[config.mk]
export PLATFORM = sky130hd
export DESIGN_NAME = shc_ctrl
export DESIGN_NICKNAME = d
export VERILOG_FILES = /design/src/rtl/core/shc_pkg.sv /design/src/rtl/core/shc_ctrl.sv
export SDC_FILE = /design/constraint.sdc
export NUM_CORES = 1
export LEC_CHECK = 0
export BUFFER_PORTS_ARGS = -buffer_cell sky130_fd_sc_hd__buf_2
export CORE_ASPECT_RATIO = 1.75
export CORE_MARGIN = 5
export CORE_UTILIZATION = 35
export DETAILED_ROUTE_END_ITERATION = 10
export PLACE_DENSITY = 0.72
export REMOVE_ABC_BUFFERS = 1
export SYNTH_ARGS = -nofsm -noshare
export SYNTH_HDL_FRONTEND = slang
export SYNTH_SLANG_ARGS = --single-unit
[constraint.sdc]
create_clock -name i_clk -period 4.32 [get_ports i_clk]
set_clock_uncertainty 0.15 [all_clocks]
set_input_delay 0 -clock i_clk [delete_from_list [all_inputs] [get_ports i_clk]]
set_output_delay 0 -clock i_clk [all_outputs]
set_load 0.005 [all_outputs]
[src/rtl/core/shc_pkg.sv]
// SHA-512 core package: constants, round table, command/status structs.
// No dependencies.
package shc_pkg;

    localparam int LEN_BITS = 64;

    localparam logic [63:0] INIT_H [0:7] = '{
        64'h6a09e667f3bcc908, 64'hbb67ae8584caa73b, 64'h3c6ef372fe94f82b,
        64'ha54ff53a5f1d36f1, 64'h510e527fade682d1, 64'h9b05688c2b3e6c1f,
        64'h1f83d9abfb41bd6b, 64'h5be0cd19137e2179};

    localparam logic [63:0] ROUND_K [0:79] = '{
        64'h428a2f98d728ae22, 64'h7137449123ef65cd, 64'hb5c0fbcfec4d3b2f, 64'he9b5dba58189dbbc,
        64'h3956c25bf348b538, 64'h59f111f1b605d019, 64'h923f82a4af194f9b, 64'hab1c5ed5da6d8118,
        64'hd807aa98a3030242, 64'h12835b0145706fbe, 64'h243185be4ee4b28c, 64'h550c7dc3d5ffb4e2,
        64'h72be5d74f27b896f, 64'h80deb1fe3b1696b1, 64'h9bdc06a725c71235, 64'hc19bf174cf692694,
        64'he49b69c19ef14ad2, 64'hefbe4786384f25e3, 64'h0fc19dc68b8cd5b5, 64'h240ca1cc77ac9c65,
        64'h2de92c6f592b0275, 64'h4a7484aa6ea6e483, 64'h5cb0a9dcbd41fbd4, 64'h76f988da831153b5,
        64'h983e5152ee66dfab, 64'ha831c66d2db43210, 64'hb00327c898fb213f, 64'hbf597fc7beef0ee4,
        64'hc6e00bf33da88fc2, 64'hd5a79147930aa725, 64'h06ca6351e003826f, 64'h142929670a0e6e70,
        64'h27b70a8546d22ffc, 64'h2e1b21385c26c926, 64'h4d2c6dfc5ac42aed, 64'h53380d139d95b3df,
        64'h650a73548baf63de, 64'h766a0abb3c77b2a8, 64'h81c2c92e47edaee6, 64'h92722c851482353b,
        64'ha2bfe8a14cf10364, 64'ha81a664bbc423001, 64'hc24b8b70d0f89791, 64'hc76c51a30654be30,
        64'hd192e819d6ef5218, 64'hd69906245565a910, 64'hf40e35855771202a, 64'h106aa07032bbd1b8,
        64'h19a4c116b8d2d0c8, 64'h1e376c085141ab53, 64'h2748774cdf8eeb99, 64'h34b0bcb5e19b48a8,
        64'h391c0cb3c5c95a63, 64'h4ed8aa4ae3418acb, 64'h5b9cca4f7763e373, 64'h682e6ff3d6b2b8a3,
        64'h748f82ee5defb2fc, 64'h78a5636f43172f60, 64'h84c87814a1f0ab72, 64'h8cc702081a6439ec,
        64'h90befffa23631e28, 64'ha4506cebde82bde9, 64'hbef9a3f7b2c67915, 64'hc67178f2e372532b,
        64'hca273eceea26619c, 64'hd186b8c721c0c207, 64'heada7dd6cde0eb1e, 64'hf57d4f7fee6ed178,
        64'h06f067aa72176fba, 64'h0a637dc5a2c898a6, 64'h113f9804bef90dae, 64'h1b710b35131c471b,
        64'h28db77f523047d84, 64'h32caab7b40c72493, 64'h3c9ebe0a15c9bebc, 64'h431d67c49c100d4c,
        64'h4cc5d4becb3e42b6, 64'h597f299cfc657e2a, 64'h5fcb6fab3ad6faec, 64'h6c44198c4a475817};

    localparam logic [7:0] PAD_BYTE   = 8'h80;
    localparam logic [3:0] LEN_WORD   = 4'd14;
    localparam logic [3:0] LAST_WORD  = 4'd15;
    localparam logic [6:0] LAST_ROUND = 7'd79;

    typedef struct packed {
        logic       absorb;
        logic       pad_first;
        logic       zero_fill;
        logic       len_hi;
        logic       len_lo;
        logic       load;
        logic       round;
        logic       fold;
        logic       clear;
        logic [6:0] rnd;
    } t_cmd;

    typedef struct packed {
        logic       block_full;
        logic [3:0] widx;
    } t_status;

    function automatic logic [63:0] rotr(input logic [63:0] x, input int n);
        rotr = (x >> n) | (x << (64 - n));
    endfunction

endpackage

[src/rtl/core/shc_ctrl.sv]
// SHA-512 controller: sequences absorb, padding, 80 rounds and digest beats.
// Depends on shc_pkg.
module shc_ctrl (
    input  logic             i_clk,
    input  logic             i_rst_n,
    input  logic             i_in_valid,
    input  logic             i_message_end,
    output logic             o_in_ready,
    output logic             o_out_valid,
    input  logic             i_out_ready,
    output logic [2:0]       o_out_idx,
    input  shc_pkg::t_status i_status,
    output shc_pkg::t_cmd    o_cmd
);
    localparam logic [3:0] S_IDLE  = 4'd0;
    localparam logic [3:0] S_LOAD  = 4'd1;
    localparam logic [3:0] S_ROUND = 4'd2;
    localparam logic [3:0] S_FOLD  = 4'd3;
    localparam logic [3:0] S_PAD1  = 4'd4;
    localparam logic [3:0] S_PADZ  = 4'd5;
    localparam logic [3:0] S_LENH  = 4'd6;
    localparam logic [3:0] S_LENL  = 4'd7;
    localparam logic [3:0] S_OUT   = 4'd8;

    logic [3:0] r_state, n_state;
    logic [6:0] r_cnt, n_cnt;
    logic       r_last, n_last;
    logic       r_pad, n_pad;
    logic       r_final, n_final;

    assign o_in_ready  = (r_state == S_IDLE);
    assign o_out_valid = (r_state == S_OUT);
    assign o_out_idx   = r_cnt[2:0];

    always_comb begin
        n_state = r_state;
        n_cnt   = r_cnt;
        n_last  = r_last;
        n_pad   = r_pad;
        n_final = r_final;
        o_cmd   = '0;
        o_cmd.rnd = r_cnt;
        unique case (r_state)
            S_IDLE: begin
                if (i_in_valid) begin
                    o_cmd.absorb = 1'b1;
                    n_last = i_message_end;
                    if (i_status.block_full) begin
                        n_state = S_LOAD;
                    end else if (i_message_end) begin
                        n_state = S_PAD1;
                    end
                end
            end
            S_LOAD: begin
                o_cmd.load = 1'b1;
                n_cnt   = 7'd0;
                n_state = S_ROUND;
            end
            S_ROUND: begin
                o_cmd.round = 1'b1;
                n_cnt = r_cnt + 7'd1;
                if (r_cnt == shc_pkg::LAST_ROUND) begin
                    n_state = S_FOLD;
                end
            end
            S_FOLD: begin
                o_cmd.fold = 1'b1;
                n_cnt = 7'd0;
                if (r_final) begin
                    n_state = S_OUT;
                end else if (r_pad) begin
                    n_state = S_PADZ;
                end else if (r_last) begin
                    n_state = S_PAD1;
                end else begin
                    n_state = S_IDLE;
                end
            end
            S_PAD1: begin
                o_cmd.pad_first = 1'b1;
                n_pad   = 1'b1;
                n_state = (i_status.widx == shc_pkg::LAST_WORD) ? S_LOAD : S_PADZ;
            end
            S_PADZ: begin
                if (i_status.widx == shc_pkg::LEN_WORD) begin
                    n_state = S_LENH;
                end else begin
                    o_cmd.zero_fill = 1'b1;
                    if (i_status.widx == shc_pkg::LAST_WORD) begin
                        n_state = S_LOAD;
                    end
                end
            end
            S_LENH: begin
                o_cmd.len_hi = 1'b1;
                n_state = S_LENL;
            end
            S_LENL: begin
                o_cmd.len_lo = 1'b1;
                n_final = 1'b1;
                n_state = S_LOAD;
            end
            S_OUT: begin
                if (i_out_ready) begin
                    n_cnt = r_cnt + 7'd1;
                    if (r_cnt[2:0] == 3'd7) begin
                        o_cmd.clear = 1'b1;
                        n_last  = 1'b0;
                        n_pad   = 1'b0;
                        n_final = 1'b0;
                        n_state = S_IDLE;
                    end
                end
            end
            default: n_state = S_IDLE;
        endcase
    end

    always_ff @(posedge i_clk) begin
        if (!i_rst_n) begin
            r_state <= S_IDLE;
            r_cnt   <= 7'd0;
            r_last  <= 1'b0;
            r_pad   <= 1'b0;
            r_final <= 1'b0;
        end else begin
            r_state <= n_state;
            r_cnt   <= n_cnt;
            r_last  <= n_last;
            r_pad   <= n_pad;
            r_final <= n_final;
        end
    end
endmodule

# Word-level counts from Yosys, hierarchy flattened
# Index checks and enable logic that the tools add are counted.
[op_classes] addsub=1 eq_ne=18 n_mux=34 reduce_logical=11
[op_table] operator="$mux 4" n=10
[op_table] operator="$pmux 4 s9" n=1
[op_table] operator="$pmux 7 s3" n=1
[op_table] operator="$eq 4x3->1 const B" n=4
[op_table] operator="$mux 1" n=16
[op_table] operator="$eq 4x4->1 const B" n=3
[op_table] operator="$eq 4x2->1 const B" n=2
[op_table] operator="$add 7x1->7 const B" n=1
[op_table] operator="$eq 7x7->1 const B" n=1
[op_table] operator="$mux 7" n=1
[op_table] operator="$mux 3" n=2
[op_table] operator="$pmux 1 s2" n=3
[op_table] operator="$reduce_and 3->1" n=2
[op_table] operator="$reduce_and 6->1" n=1
[op_table] operator="$reduce_bool 2->1" n=3
[op_table] operator="$eq 4x1->1 const B" n=1
[op_table] operator="$logic_not 4->1" n=1
[op_table] operator="$ne 2x1->1 const B" n=2
[op_table] operator="$ne 2x2->1 const B" n=2
[op_table] operator="$reduce_and 4->1" n=1
[op_table] operator="$eq 3x3->1 const B" n=1
[op_table] operator="$ne 3x2->1 const B" n=1
[op_table] operator="$ne 3x3->1 const B" n=1
[op_table] operator="$reduce_bool 3->1" n=1
[op_table] operator="other kinds (2)" n=2
[word_totals] ff_bits=14 inputBits=10 output_inout_bits=21 word_cells=69

# Logic depth before layout (Yosys ltp)
# Gate-level depths: netlist of run 1.
[logic_depth] depth_word=4 depth_mapped=6 mapped_depth_nobuf=6

# Worst setup path before layout of run 1
# OpenSTA, ideal clock, no wires.
[synth_path] path_type="flip-flop to flip-flop" start="register r_state[1]" end="register r_state[2]" setup_time_ns=0.138 arrival_ns=1.331 t_required_ns=4.032 path_slack_ns=2.701 path_stages_with_launch=5 path_buffers=1 period_less_slack_ns=1.619 path_cell_list="dfxtp_1 > clkbuf_1 > or3_1 > o311ai_0 > a31oi_1"
[synth_via] elab_chain_cells=3 elab_cells_between_ends=17 classes_between="14 x eq/ne; 1 x mux; 2 x reduce/logical"
[synth_rtl] item="start: declaration" line="shc_ctrl.sv:25" source="logic [3:0] r_state, n_state;"
[synth_rtl] item="start signal: assignment" line="shc_ctrl.sv:128" source="r_state <= n_state;"
[synth_rtl] item="$eq 4x3->1, or another cell as far along" line="shc_ctrl.sv:43" source="unique case (r_state)"
[synth_rtl] item="$ne 3x3->1 (no source line), or another cell as far along"
[synth_rtl] item="$reduce_and 6->1 (no source line)"
# Several ways; a longest one is shown, not always the timed one.
# A chain may end at the register's enable or synchronous reset.

# Worst setup path after layout of run 1
[layout_path] start="register r_cnt[0]" end="register r_last"
[layout_via] elab_chain_cells=3
[layout_rtl] item="start: declaration" line="shc_ctrl.sv:26" source="logic [6:0] r_cnt, n_cnt;"
[layout_rtl] item="start signal: assignment" line="shc_ctrl.sv:129" source="r_cnt <= n_cnt;"
[layout_rtl] item="$eq 3x3->1" line="shc_ctrl.sv:107" source="if (r_cnt[2:0] == 3'd7) begin"
[layout_rtl] item="$ne 2x1->1 (no source line)"
[layout_rtl] item="$reduce_and 4->1 (no source line)"
[layout_rtl] item="end signal: assignment" line="shc_ctrl.sv:130" source="r_last <= n_last;"
[layout_rtl] item="end: declaration" line="shc_ctrl.sv:27" source="logic r_last, n_last;"
# No other way between the ends.

==> impl_summary.txt, run 1 <==
----------------------------------------------------
[Yosys]
  Primary flip-flop cell chosen by synthesis mapping ... sky130_fd_sc_hd__dfxtp_1
  Largest cells by area after synthesis ... sky130_fd_sc_hd__dfxtp_1 (33%), sky130_fd_sc_hd__a21oi_1 (4.7%), sky130_fd_sc_hd__nand3_1 (4.7%), sky130_fd_sc_hd__nand2_1 (4.0%), sky130_fd_sc_hd__nor2b_1 (3.7%)
  Syn Area/Cell ... between 7 and 8 um2
  Top-count cell post-synth ... sky130_fd_sc_hd__dfxtp_1
  Share of the synthesized area in the top cell type ... 33.23%
  Dominant cell type by area after synthesis ... sky130_fd_sc_hd__dfxtp_1
  Number of synthesized flops with an enable pin ... 0
  FF+latch count, synth ... 14
  Leading post-synthesis cells by instance count ... sky130_fd_sc_hd__dfxtp_1 (14), sky130_fd_sc_hd__nand2_1 (9), sky130_fd_sc_hd__a21oi_1 (8), sky130_fd_sc_hd__nand3_1 (8)
  Post-synthesis instance area ... approximately 840 um2
  Number of warnings issued by yosys ... 0
  Fraction of synthesis flops using an asynchronous set or reset pin ... 0%
  Number of unique standard cell types used by synthesis ... 35
  Portion of the post-synthesis area used by sequential elements ... between 30% and 40%
  Number of instances in the synthesized netlist ... between 100 and 150

[Drt]
  First-pass detailed-route iteration total ... 4
  Detail-routed net length per standard cell ... about 14 um
  Count of antenna-violating nets left after detailed routing ... 0
  Number of remaining DRC errors ... 0
  WL final ... between 2000 and 2500 um
  Vias/cell ... 5.564
  Count of vias placed by the detailed router ... 918
  Iteration-0 DRC Markers ... 29

[Timing]
  Worst slack on hold paths ... 0.06760 ns
  RSZ-0062 raised after global routing ... no
  Portion of the clock cycle consumed by the worst path in the final layout ... about three fifths
  Post-route setup TNS ... 0 ns
  Post-layout minimum cycle time ... 2.584 ns
  Finish-stage setup viols ... 0
  Highest attainable clock frequency ... between 300 and 400 MHz
  Max-slew violations ... 0
  Worst setup margin ... around 1.7 ns
  Headroom to the max-slew limit ... 58.31%
  Slew @ Worst Pin ... between 0.6 and 0.7 ns
  Hold Violations, Final ... 0

[CTS]
  H-Tree Level Count ... 1
  Post-cts repair resize count ... 0
  Root Driver ... sky130_fd_sc_hd__clkbuf_8
  Number of buffers between clock root and the deepest sink ... 2
  Clock latency on the worst-skew pair ... 0.25 ns
  Post-CTS repair timing setup buffer count ... 0
  Worst-path clk slew ... 0.06 ns
  Number of clock sinks seen by CTS ... 14
  CTS tree ... done
  Inserted Clock Buffers ... 3
  Number of hold buffers added after CTS ... 7

[Global routing]
  Pin count of the biggest net entering global routing ... 16
  Gr usage total ... 14.55%
  Via count of the first global-routing pass ... between 800 and 900
  Overall overflow remaining after global route ... 0
  Initial antenna violation count ... 0
  Global-route wire length before repair ... about 3600 um

[Pwr]
  Max VDD drop ... between 0.15 and 0.2 mV
  Static Leakage ... ~0.50 nW
  Power Dens Cells ... about 330 nW/um2
  Total chip power ... between 0.3 and 0.4 mW

[Floorplanning]
  Initial Util ... between 30% and 40%
  Die width ... between 40 and 50 um
  Count of pins on the block boundary ... 31
  Number of rows created at floorplan ... 23
  Total Die Area ... around 3500 um2
  Core box area ... roughly 2300 um2
  Vertical die dimension ... around 75 um

[Critical path]
  Count of cells along the worst register-to-register path ... 8
  Arrival time at the worst endpoint ... ~2.6 ns
  CP endpoint kind ... flip-flop
  Worst Setup Start Kind ... flip-flop
  Type of the setup path with the least slack ... flip-flop to flip-flop
  Critical-path maximum fanout ... 6
  Required time of the critical path ... 4.37 ns
  Origin of the critical flop-to-flop path ... r_cnt[0]
  Reg-to-Reg End ... r_last
  Minimum setup slack among reg-to-reg paths ... around 1.7 ns

[Cells and area]
  Sequential cell area ... approximately 280 um2
  ANT cells ... 0
  Final net count ... approximately 150
  Number of fill cells ... 236
  Design area ... 1109 um2
  Fraction of final layout cells sized beyond drive strength 1 ... around a quarter
  Area growth from synthesis to final layout ... 31.45%
  Footprint of the multi-input gates ... a little over 500 um2
  Final core utilization ... between 40 and 50%
  Number of cells in the finished layout apart from fillers ... between 150 and 200

[Hold path]
  Hold path start ... i_status[4]
  Class of the tightest hold or removal check ... primary input to flip-flop
  Depth of the worst hold-timing path ... 3
  Terminating pin of the worst hold path ... r_state[0]

[Place]
  Worst setup slack after placement ... between 2 and 2.5 ns
  HPWL after detailed placement ... 1762 um
  Number of placed instances, taps included ... 154
  Post-Place Cell Area ... 983.4 um2
  Number of buffers inserted by port buffering ... 30
  Last weighted congestion value of the routability-driven placer ... 0.7970

[Run status]
  Result of the run ... completed

[Flow run]
  MaxCap Viol Count ... 0

----------------------------------------------------
state kept, by name, summed over array words and instances, names as in the netlist:
| signal | flops |
|---|---|
| r_cnt | 7 |
| r_final | 1 |
| r_state | 4 |
| r_pad | 1 |
| r_last | 1 |
power by group:
part	internal (mW)	total, mW	switching (mW)
Combinational	0.0383	0.0784	0.0401
Clock	0.0809	0.132	0.0507
Sequential	0.137	0.153	0.0163
Total	0.256	0.363	0.107
final cells by class:
class	instances	area share, %
multi-input cells	82	46.05
flip-flops and latches	14	25.28
repair buffers	37	19.86
clock buffers	4	4.966
well taps	25	2.822
inverters	3	1.016
how the worst max path moves through the flow:
stage | slack, ns | startpoint | depth (start not counted) | end
global route | 1.56 | r_cnt[0] | 8 | r_last
detailed placement | 2.44 | r_state[3] | 4 | r_cnt[6]
global placement | 2.48 | r_state[3] | 4 | r_cnt[6]
CTS | 1.73 | r_cnt[0] | 8 | r_last
finish | 1.74 | r_cnt[0] | 8 | r_last
floorplan | 2.58 | r_state[3] | 4 | r_cnt[6]
cell usage in the layout, fill, tap and decap left out:
cell type and instances:
sky130_fd_sc_hd__buf_2 30, sky130_fd_sc_hd__dfxtp_1 14, sky130_fd_sc_hd__nand2_1 9, sky130_fd_sc_hd__nand3_1 8
sky130_fd_sc_hd__a21oi_1 8, sky130_fd_sc_hd__dlygate4sd3_1 7, sky130_fd_sc_hd__nor2_1 5, sky130_fd_sc_hd__nor3_1 5
sky130_fd_sc_hd__nor2b_1 5, sky130_fd_sc_hd__o21ai_0 5, sky130_fd_sc_hd__nand2b_1 4, sky130_fd_sc_hd__clkbuf_8 4
sky130_fd_sc_hd__inv_1 3, sky130_fd_sc_hd__or3_1 3, sky130_fd_sc_hd__nor3b_1 2, sky130_fd_sc_hd__and4_1 2
sky130_fd_sc_hd__nand4bb_1 2, sky130_fd_sc_hd__o21a_1 2, sky130_fd_sc_hd__xnor2_1 2, sky130_fd_sc_hd__nand4_1 2
sky130_fd_sc_hd__or4_1 2, sky130_fd_sc_hd__ha_1 2, sky130_fd_sc_hd__nand4b_1 1, sky130_fd_sc_hd__and3_1 1
sky130_fd_sc_hd__nor4b_1 1, sky130_fd_sc_hd__o21bai_1 1, sky130_fd_sc_hd__a21o_1 1, sky130_fd_sc_hd__o311a_1 1
sky130_fd_sc_hd__o221ai_1 1, sky130_fd_sc_hd__o311ai_0 1, sky130_fd_sc_hd__o211a_1 1, sky130_fd_sc_hd__a31oi_1 1
sky130_fd_sc_hd__a22oi_1 1, sky130_fd_sc_hd__o31ai_1 1, sky130_fd_sc_hd__a211oi_1 1, sky130_fd_sc_hd__o211ai_1 1
kinds of logic (layout without fill, tap and decap cells):
kind of cell / after synthesis / after routing / share of synthesized area [%]
buffers and inverters: 11 / 44 / 6.231
flip-flops: 14 / 14 / 33.23
XOR/XNOR: 2 / 2 / 2.078
adder cells (fa/ha/maj): 2 / 2 / 2.967
AO/OA/AOI/OAI: 26 / 26 / 20.03
AND/OR/NAND/NOR: 52 / 52 / 35.46
layer usage:
metal	vias to the layer above	part of all wire [%]	global-route usage, %
met5	-	0	0
met4	0	1.6	8.308
met3	6	6.0	2.392
met2	37	53	26.02
met1	415	40	15.12
li1	460	-	-
worst max-delay path, stage by stage (launching register included):
cell                            delay (ns)
sky130_fd_sc_hd__dfxtp_1              0.43
sky130_fd_sc_hd__ha_1                 0.21
sky130_fd_sc_hd__ha_1                 0.19
sky130_fd_sc_hd__nand3_1              0.08
sky130_fd_sc_hd__a21oi_1              0.19
sky130_fd_sc_hd__nand4_1              0.10
sky130_fd_sc_hd__dlygate4sd3_1        0.56
sky130_fd_sc_hd__o21ai_0              0.07
sky130_fd_sc_hd__dlygate4sd3_1        0.55
Note: power is estimated with default switching activity, not from simulation.
==> run 2, diff against run 1 <==
Settings changed: ABC_AREA from default to 1, PLACE_DENSITY 0.72 to 0.73.
Clock period 4.32 ns to 2.2 ns, I/O delays scaled along.
==> impl_summary.txt, run 2 <==
----------------------------------------------------
[CTS]
  Number of buffers between clock root and the deepest sink ... 2 (unchanged)
  Worst-path clk slew ... 0.05 ns (was 0.06 ns)
  H-Tree Level Count ... 1 (unchanged)
  Inserted Clock Buffers ... 3 (unchanged)
  Root Driver ... sky130_fd_sc_hd__clkbuf_8 (unchanged)
  Clock latency on the worst-skew pair ... 0.24 ns (was 0.25 ns)
  CTS tree ... done (unchanged)
  Number of clock sinks seen by CTS ... 14 (unchanged)
  Post-cts repair resize count ... 0 (unchanged)

[Critical path]
  Critical-path maximum fanout ... 6 (unchanged)
  CP endpoint kind ... flip-flop (unchanged)
  Worst Setup Start Kind ... flip-flop (unchanged)
  Type of the setup path with the least slack ... flip-flop to flip-flop (unchanged)
  Required time of the critical path ... 2.22 ns (was 4.37 ns)
  Arrival time at the worst endpoint ... 1.75 ns (was 2.63 ns)

[Global routing]
  Overall overflow remaining after global route ... 0 (unchanged)
  Via count of the first global-routing pass ... 994 (was 863)
  Pin count of the biggest net entering global routing ... 13 (was 16)
  Initial antenna violation count ... 0 (unchanged)
  Gr usage total ... 13.01% (was 14.55%)
  Global-route wire length before repair ... 4036 um (was 3643 um)

[Timing]
  Hold Violations, Final ... 0 (unchanged)
  Slew @ Worst Pin ... 0.2879 ns (was 0.6166 ns)
  Post-layout minimum cycle time ... 1.731 ns (was 2.584 ns)
  Post-route setup TNS ... 0 ns (unchanged)
  Finish-stage setup viols ... 0 (unchanged)
  Worst slack on hold paths ... 0.02079 ns (was 0.06760 ns)
  Headroom to the max-slew limit ... 80.79% (was 58.31%)
  Max-slew violations ... 0 (unchanged)
  RSZ-0062 raised after global routing ... no (unchanged)
  Highest attainable clock frequency ... 577.8 MHz (was 387.0 MHz)
  Portion of the clock cycle consumed by the worst path in the final layout ... 78.67% (was 59.81%)

[Floorplanning]
  Die width ... 48.59 um (was 47.11 um)
  Total Die Area ... 3767 um2 (was 3530 um2)
  Core box area ... 2492 um2 (was 2302 um2)
  Number of rows created at floorplan ... 24 (was 23)
  Vertical die dimension ... 77.53 um (was 74.94 um)
  Initial Util ... 36.60% (was 36.63%)
  Count of pins on the block boundary ... 31 (unchanged)

[Drt]
  Iteration-0 DRC Markers ... 13 (was 29)
  First-pass detailed-route iteration total ... 4 (unchanged)
  Count of vias placed by the detailed router ... 982 (was 918)
  Vias/cell ... 4.910 (was 5.564)
  Number of remaining DRC errors ... 0 (unchanged)
  Count of antenna-violating nets left after detailed routing ... 0 (unchanged)
  Detail-routed net length per standard cell ... 11.94 um (was 14.43 um)
  WL final ... 2388 um (was 2381 um)

[Cells and area]
  Fraction of final layout cells sized beyond drive strength 1 ... 27.01% (was 24.29%)
  Most common library cell in the layout ignoring fill and taps ... sky130_fd_sc_hd__buf_2 (unchanged)
  Most flop-heavy register ... r_cnt (unchanged)
  Leading cell types in the layout, fill and taps excluded ... sky130_fd_sc_hd__buf_2 (30), sky130_fd_sc_hd__nand2_1 (25), sky130_fd_sc_hd__nor2_1 (23) (was sky130_fd_sc_hd__buf_2 (30), sky130_fd_sc_hd__dfxtp_1 (14), sky130_fd_sc_hd__nand2_1 (9))
  Final net count ... 188 (was 153)
  Max reg flops ... 7 (unchanged)
  Number of fill cells ... 287 (was 236)
  Area growth from synthesis to final layout ... 23.73% (was 31.45%)
  Largest registers ... r_cnt: 7 flops, r_state: 4 flops (unchanged)
  ANT cells ... 0 (unchanged)
  Number of cells in the finished layout apart from fillers ... 200 (was 165)

[Yosys]
  Top-count cell post-synth ... sky130_fd_sc_hd__nand2_1 (was sky130_fd_sc_hd__dfxtp_1)
  Number of warnings issued by yosys ... 0 (unchanged)
  Fraction of synthesis flops using an asynchronous set or reset pin ... 0% (unchanged)
  Fraction of the mapped netlist area in compound gates ... 11.52% (was 20.03%)
  Post-synthesis instance area ... 912.1 um2 (was 843.3 um2)
  Proportion of synthesized area in mux cells ... 0% (unchanged)
  Adder-cell share of the synthesized area ... 2.743% (was 2.967%)
  Portion of the post-synthesis area used by sequential elements ... 30.73% (was 33.23%)
  Share of the synthesized area in the top cell type ... 30.73% (was 33.23%)
  Number of synthesized flops with an enable pin ... 0 (unchanged)
  Leading post-synthesis cells by instance count ... sky130_fd_sc_hd__nand2_1 (25), sky130_fd_sc_hd__nor2_1 (23), sky130_fd_sc_hd__inv_1 (18), sky130_fd_sc_hd__nand3_1 (16) (was sky130_fd_sc_hd__dfxtp_1 (14), sky130_fd_sc_hd__nand2_1 (9), sky130_fd_sc_hd__a21oi_1 (8), sky130_fd_sc_hd__nand3_1 (8))
  Simple logic cell fraction of the synthesized area ... 42.25% (was 35.46%)
  Number of instances in the synthesized netlist ... 142 (was 107)
  Primary flip-flop cell chosen by synthesis mapping ... sky130_fd_sc_hd__dfxtp_1 (unchanged)
  Largest cells by area after synthesis ... sky130_fd_sc_hd__dfxtp_1 (31%), sky130_fd_sc_hd__nand2_1 (10%), sky130_fd_sc_hd__nor2_1 (9.5%), sky130_fd_sc_hd__nand3_1 (8.8%), sky130_fd_sc_hd__a21oi_1 (7.7%) (was sky130_fd_sc_hd__dfxtp_1 (33%), sky130_fd_sc_hd__a21oi_1 (4.7%), sky130_fd_sc_hd__nand3_1 (4.7%), sky130_fd_sc_hd__nand2_1 (4.0%), sky130_fd_sc_hd__nor2b_1 (3.7%))
  Parity-gate share of the synthesized area counting xor and xnor cells ... 0% (was 2.077%)
  Dominant cell type by area after synthesis ... sky130_fd_sc_hd__dfxtp_1 (unchanged)
  Syn Area/Cell ... 6.423 um2 (was 7.881 um2)
  FF+latch count, synth ... 14 (unchanged)
  Number of unique standard cell types used by synthesis ... 19 (was 35)
  Main combinational cell family by area after synthesis ... simple AND/OR/NAND/NOR gates (unchanged)

[Place]
  Last weighted congestion value of the routability-driven placer ... 0.8230 (was 0.7970)
  Number of placed instances, taps included ... 194 (was 154)
  HPWL after detailed placement ... 1986 um (was 1762 um)
  Number of buffers inserted by port buffering ... 30 (unchanged)

[Hold path]
  Class of the tightest hold or removal check ... primary input to flip-flop (unchanged)

[Flow run]
  MaxCap Viol Count ... 0 (unchanged)

[Run status]
  Result of the run ... completed (unchanged)

[Pwr]
  Power Dens Cells ... 1069 nW/um2 (was 327.8 nW/um2)
  Total chip power ... 1.206 mW (was 0.3634 mW)
  Static Leakage ... 0.6030 nW (was 0.5013 nW)
  Max VDD drop ... 0.5777 mV (was 0.1577 mV)

----------------------------------------------------
[run 2: cell types whose count changed in the layout (fill, tap and decap cells not counted), sizes merged, moves of 3 or more]
| cell | change |
|---|---|
| or3 | -3 |
| nor2b | -5 |
| nor3 | -4 |
| nand2 | +20 |
| nand3 | +8 |
| inv | +18 |
| a21oi | +6 |
| nand2b | -4 |
| dlygate4sd3 | -4 |
| nor2 | +25 |
[run 2: final cells by class]
class                           count  area (um2)  area share (%)
Sequential cell                    14       280.3           24.83
Timing Repair Buffer               33       180.2           15.96
Multi-Input combinational cell    103       515.5           45.68
Clock buffer                        3       41.29           3.659
Tap cell                           26       32.53           2.882
Inverter                           21       78.83           6.984
[run 2: critical path, stage by stage (launching register included)]
cell	delay, ns
sky130_fd_sc_hd__dfxtp_1	0.37
sky130_fd_sc_hd__inv_2	0.12
sky130_fd_sc_hd__nand2_4	0.09
sky130_fd_sc_hd__nor2_1	0.14
sky130_fd_sc_hd__nand4_1	0.08
sky130_fd_sc_hd__dlygate4sd3_1	0.57
sky130_fd_sc_hd__a21oi_1	0.15
[run 2: stage by stage]
step	setup slack, ns	util, %	instance area [um2]
after floorplan	0.7268	-	874.6
after global placement	0.5898	42.42	1057
after detailed placement	0.5702	42.42	1057
after CTS	0.4871	45.28	1129
after global routing	0.3523	45.28	1129
final	0.4692	45.28	1129
[run 2: final timing paths]
path / end / start / cells past startpoint / slack [ns]
worst max register to register: r_last / r_state[2] / 6 / 0.47
worst min register to register: r_last / r_last / 2 / 0.34
worst max-delay path: r_last / r_state[2] / 6 / 0.47
worst min-delay path: r_final / i_out_ready / 4 / 0.02
[run 2: layer usage]
layer  up-vias  track usage [%]  routed length [um]  share of wire (%)
met3         4            3.448                 183                7.7
met2        34            24.21                1252                 52
li1        517                -                   -                  -
met1       427            12.88                 922                 39
met5         -                0                   0                  0
met4         0            6.199                  30                1.3
[run 2: what timing repair did]
item | CTS | global route
hold buffers | 3 | 0
hold endpoints to repair | 3 | 0
buffers inserted | 0 | 0
[run 2: cell families (layout without fill, tap and decap cells)]
group | count (synthesis) | after routing
AND/OR/NAND/NOR | 80 | 80
buffers and inverters | 25 | 57
adder cells (fa/ha/maj) | 2 | 2
flip-flops | 14 | 14
AO/OA/AOI/OAI | 21 | 21
[run 2: report_power, final]
part	internal (mW)	switching, mW
clock network	0.121	0.0845
logic	0.233	0.397
registers	0.303	0.0674
==> run 3, diff against run 2 <==
Settings changed: PLACE_DENSITY 0.73 to 0.71.
Clock period 2.2 ns to 1.82 ns, I/O delays scaled along.
==> impl_summary.txt, run 3 (synthesis gave the netlist of run 2 again) <==
----------------------------------------------------
[Global routing]
  Overall overflow remaining after global route ... 0 (unchanged)
  Pin count of the biggest net entering global routing ... 13 (unchanged)
  Global-route wire length before repair ... 4015 um (was 4036 um)
  Via count of the first global-routing pass ... 946 (was 994)
  Gr usage total ... 12.84% (was 13.01%)
  Initial antenna violation count ... 0 (unchanged)

[Place]
  Number of buffers inserted by port buffering ... 30 (unchanged)
  Last weighted congestion value of the routability-driven placer ... 0.9078 (was 0.8230)
  Post-Place Cell Area ... 1065 um2 (was 1057 um2)
  HPWL after detailed placement ... 1908 um (was 1986 um)

[Drt]
  WL final ... 2303 um (was 2388 um)
  Count of vias placed by the detailed router ... 999 (was 982)
  Detail-routed net length per standard cell ... 11.40 um (was 11.94 um)
  First-pass detailed-route iteration total ... 4 (unchanged)
  Number of remaining DRC errors ... 0 (unchanged)
  Count of antenna-violating nets left after detailed routing ... 0 (unchanged)
  Vias/cell ... 4.946 (was 4.910)
  Iteration-0 DRC Markers ... 6 (was 13)

[Cells and area]
  Most common library cell in the layout ignoring fill and taps ... sky130_fd_sc_hd__buf_2 (unchanged)
  Max reg flops ... 7 (unchanged)
  Leading cell types in the layout, fill and taps excluded ... sky130_fd_sc_hd__buf_2 (30), sky130_fd_sc_hd__nand2_1 (25), sky130_fd_sc_hd__nor2_1 (22) (was sky130_fd_sc_hd__buf_2 (30), sky130_fd_sc_hd__nand2_1 (25), sky130_fd_sc_hd__nor2_1 (23))
  Area growth from synthesis to final layout ... 25.93% (was 23.73%)
  Largest registers ... r_cnt: 7 flops, r_state: 4 flops (unchanged)
  Most flop-heavy register ... r_cnt (unchanged)
  Final net count ... 190 (was 188)
  Number of fill cells ... 281 (was 287)
  ANT cells ... 0 (unchanged)
  Fraction of final layout cells sized beyond drive strength 1 ... 27.84% (was 27.01%)
  Design area ... 1149 um2 (was 1129 um2)

[Critical path]
  Arrival time at the worst endpoint ... 1.74 ns (was 1.75 ns)
  Required time of the critical path ... 1.85 ns (was 2.22 ns)
  Type of the setup path with the least slack ... flip-flop to flip-flop (unchanged)
  Critical-path maximum fanout ... 6 (unchanged)
  CP endpoint kind ... flip-flop (unchanged)
  Worst Setup Start Kind ... flip-flop (unchanged)

[CTS]
  Number of clock sinks seen by CTS ... 14 (unchanged)
  CTS tree ... done (unchanged)
  H-Tree Level Count ... 1 (unchanged)
  Worst-path clk slew ... 0.06 ns (was 0.05 ns)
  Root Driver ... sky130_fd_sc_hd__clkbuf_8 (unchanged)
  Number of buffers between clock root and the deepest sink ... 2 (unchanged)
  Inserted Clock Buffers ... 3 (unchanged)
  Clock latency on the worst-skew pair ... 0.25 ns (was 0.24 ns)
  Post-CTS repair timing setup buffer count ... 0 (unchanged)

[Timing]
  Post-layout minimum cycle time ... 1.705 ns (was 1.731 ns)
  Headroom to the max-slew limit ... 81.27% (was 80.79%)
  RSZ-0062 raised after global routing ... no (unchanged)
  Max-slew violations ... 0 (unchanged)
  Post-route setup TNS ... 0 ns (unchanged)
  Highest attainable clock frequency ... 586.6 MHz (was 577.8 MHz)
  Portion of the clock cycle consumed by the worst path in the final layout ... 93.67% (was 78.67%)
  Finish-stage setup viols ... 0 (unchanged)
  Slew @ Worst Pin ... 0.2806 ns (was 0.2879 ns)
  Hold Violations, Final ... 0 (unchanged)
  Worst slack on hold paths ... 0.06650 ns (was 0.02079 ns)

[Pwr]
  Max VDD drop ... 0.7687 mV (was 0.5777 mV)
  Static Leakage ... 0.6121 nW (was 0.6030 nW)
  Power Dens Cells ... 1302 nW/um2 (was 1069 nW/um2)

[Floorplanning]
  Number of rows created at floorplan ... 24 (unchanged)
  Vertical die dimension ... 77.53 um (unchanged)
  Core box area ... 2492 um2 (unchanged)
  Initial Util ... 36.60% (unchanged)
  Count of pins on the block boundary ... 31 (unchanged)
  Die width ... 48.59 um (unchanged)
  Total Die Area ... 3767 um2 (unchanged)

[Run status]
  Result of the run ... completed (unchanged)

[Flow run]
  MaxCap Viol Count ... 0 (unchanged)

[Hold path]
  Class of the tightest hold or removal check ... primary input to flip-flop (unchanged)

----------------------------------------------------
## run 3: cell count changes in the layout (fill, tap and decap cells not counted), sizes merged
cell	delta
buf	+1
dlygate4sd3	+1
## run 3: per-layer routing
metal  wire length [um]  vias up  track usage [%]
li1                   -      526                -
met1                983      439            14.47
met2               1126       27            21.60
met3                126        7            2.682
met4                 67        0            7.817
met5                  0        -                0
## run 3: path summary, 6_finish.rpt
| path | end | start | slack [ns] | cells past startpoint |
|---|---|---|---|---|
| worst max-delay path | r_last | r_state[2] | 0.12 | 6 |
| worst min-delay path | r_state[2] | i_status[1] | 0.07 | 4 |
| worst max register to register | r_last | r_state[2] | 0.12 | 6 |
| worst min register to register | r_last | r_last | 0.32 | 2 |
## run 3: timing repair
action | CTS | global route
hold buffers | 4 | 0
setup endpoints to repair | 0 | 1
resized for setup | 0 | 1
hold endpoints to repair | 4 | 0
## run 3: worst max-delay path, cell delays in order, from the launching register on
cell and delay, ns:
sky130_fd_sc_hd__dfxtp_1 0.37, sky130_fd_sc_hd__inv_2 0.12, sky130_fd_sc_hd__nand2_4 0.09, sky130_fd_sc_hd__nor2_2 0.14
sky130_fd_sc_hd__nand4_1 0.08, sky130_fd_sc_hd__dlygate4sd3_1 0.56, sky130_fd_sc_hd__a21oi_1 0.13
## run 3: area by class of cell
| cell class | instances | area (um2) | share of cell area (%) |
|---|---|---|---|
| Clock buffer | 3 | 41.29 | 3.595 |
| Inverter | 21 | 78.83 | 6.863 |
| Multi-Input combinational cell | 103 | 518.0 | 45.10 |
| Sequential cell | 14 | 280.3 | 24.40 |
| Tap cell | 26 | 32.53 | 2.832 |
| Timing Repair Buffer | 35 | 197.7 | 17.21 |
## run 3: report_power, final
part	internal (mW)	switching, mW
logic	0.308	0.491
registers	0.366	0.0754
clock network	0.147	0.110
total	0.820	0.676
## run 3: metrics by stage
stage / power [mW] / worst slack (ns) / util (%) / instances
floorplan: 0.9681 / 0.3468 / - / 138
global placement: 1.222 / 0.2078 / 42.72 / 195
detailed placement: 1.230 / 0.2165 / 42.72 / 195
CTS: 1.503 / 0.09012 / 45.98 / 202
global route: 1.621 / 0.01434 / 46.08 / 202
finish: 1.496 / 0.1152 / 46.08 / 202
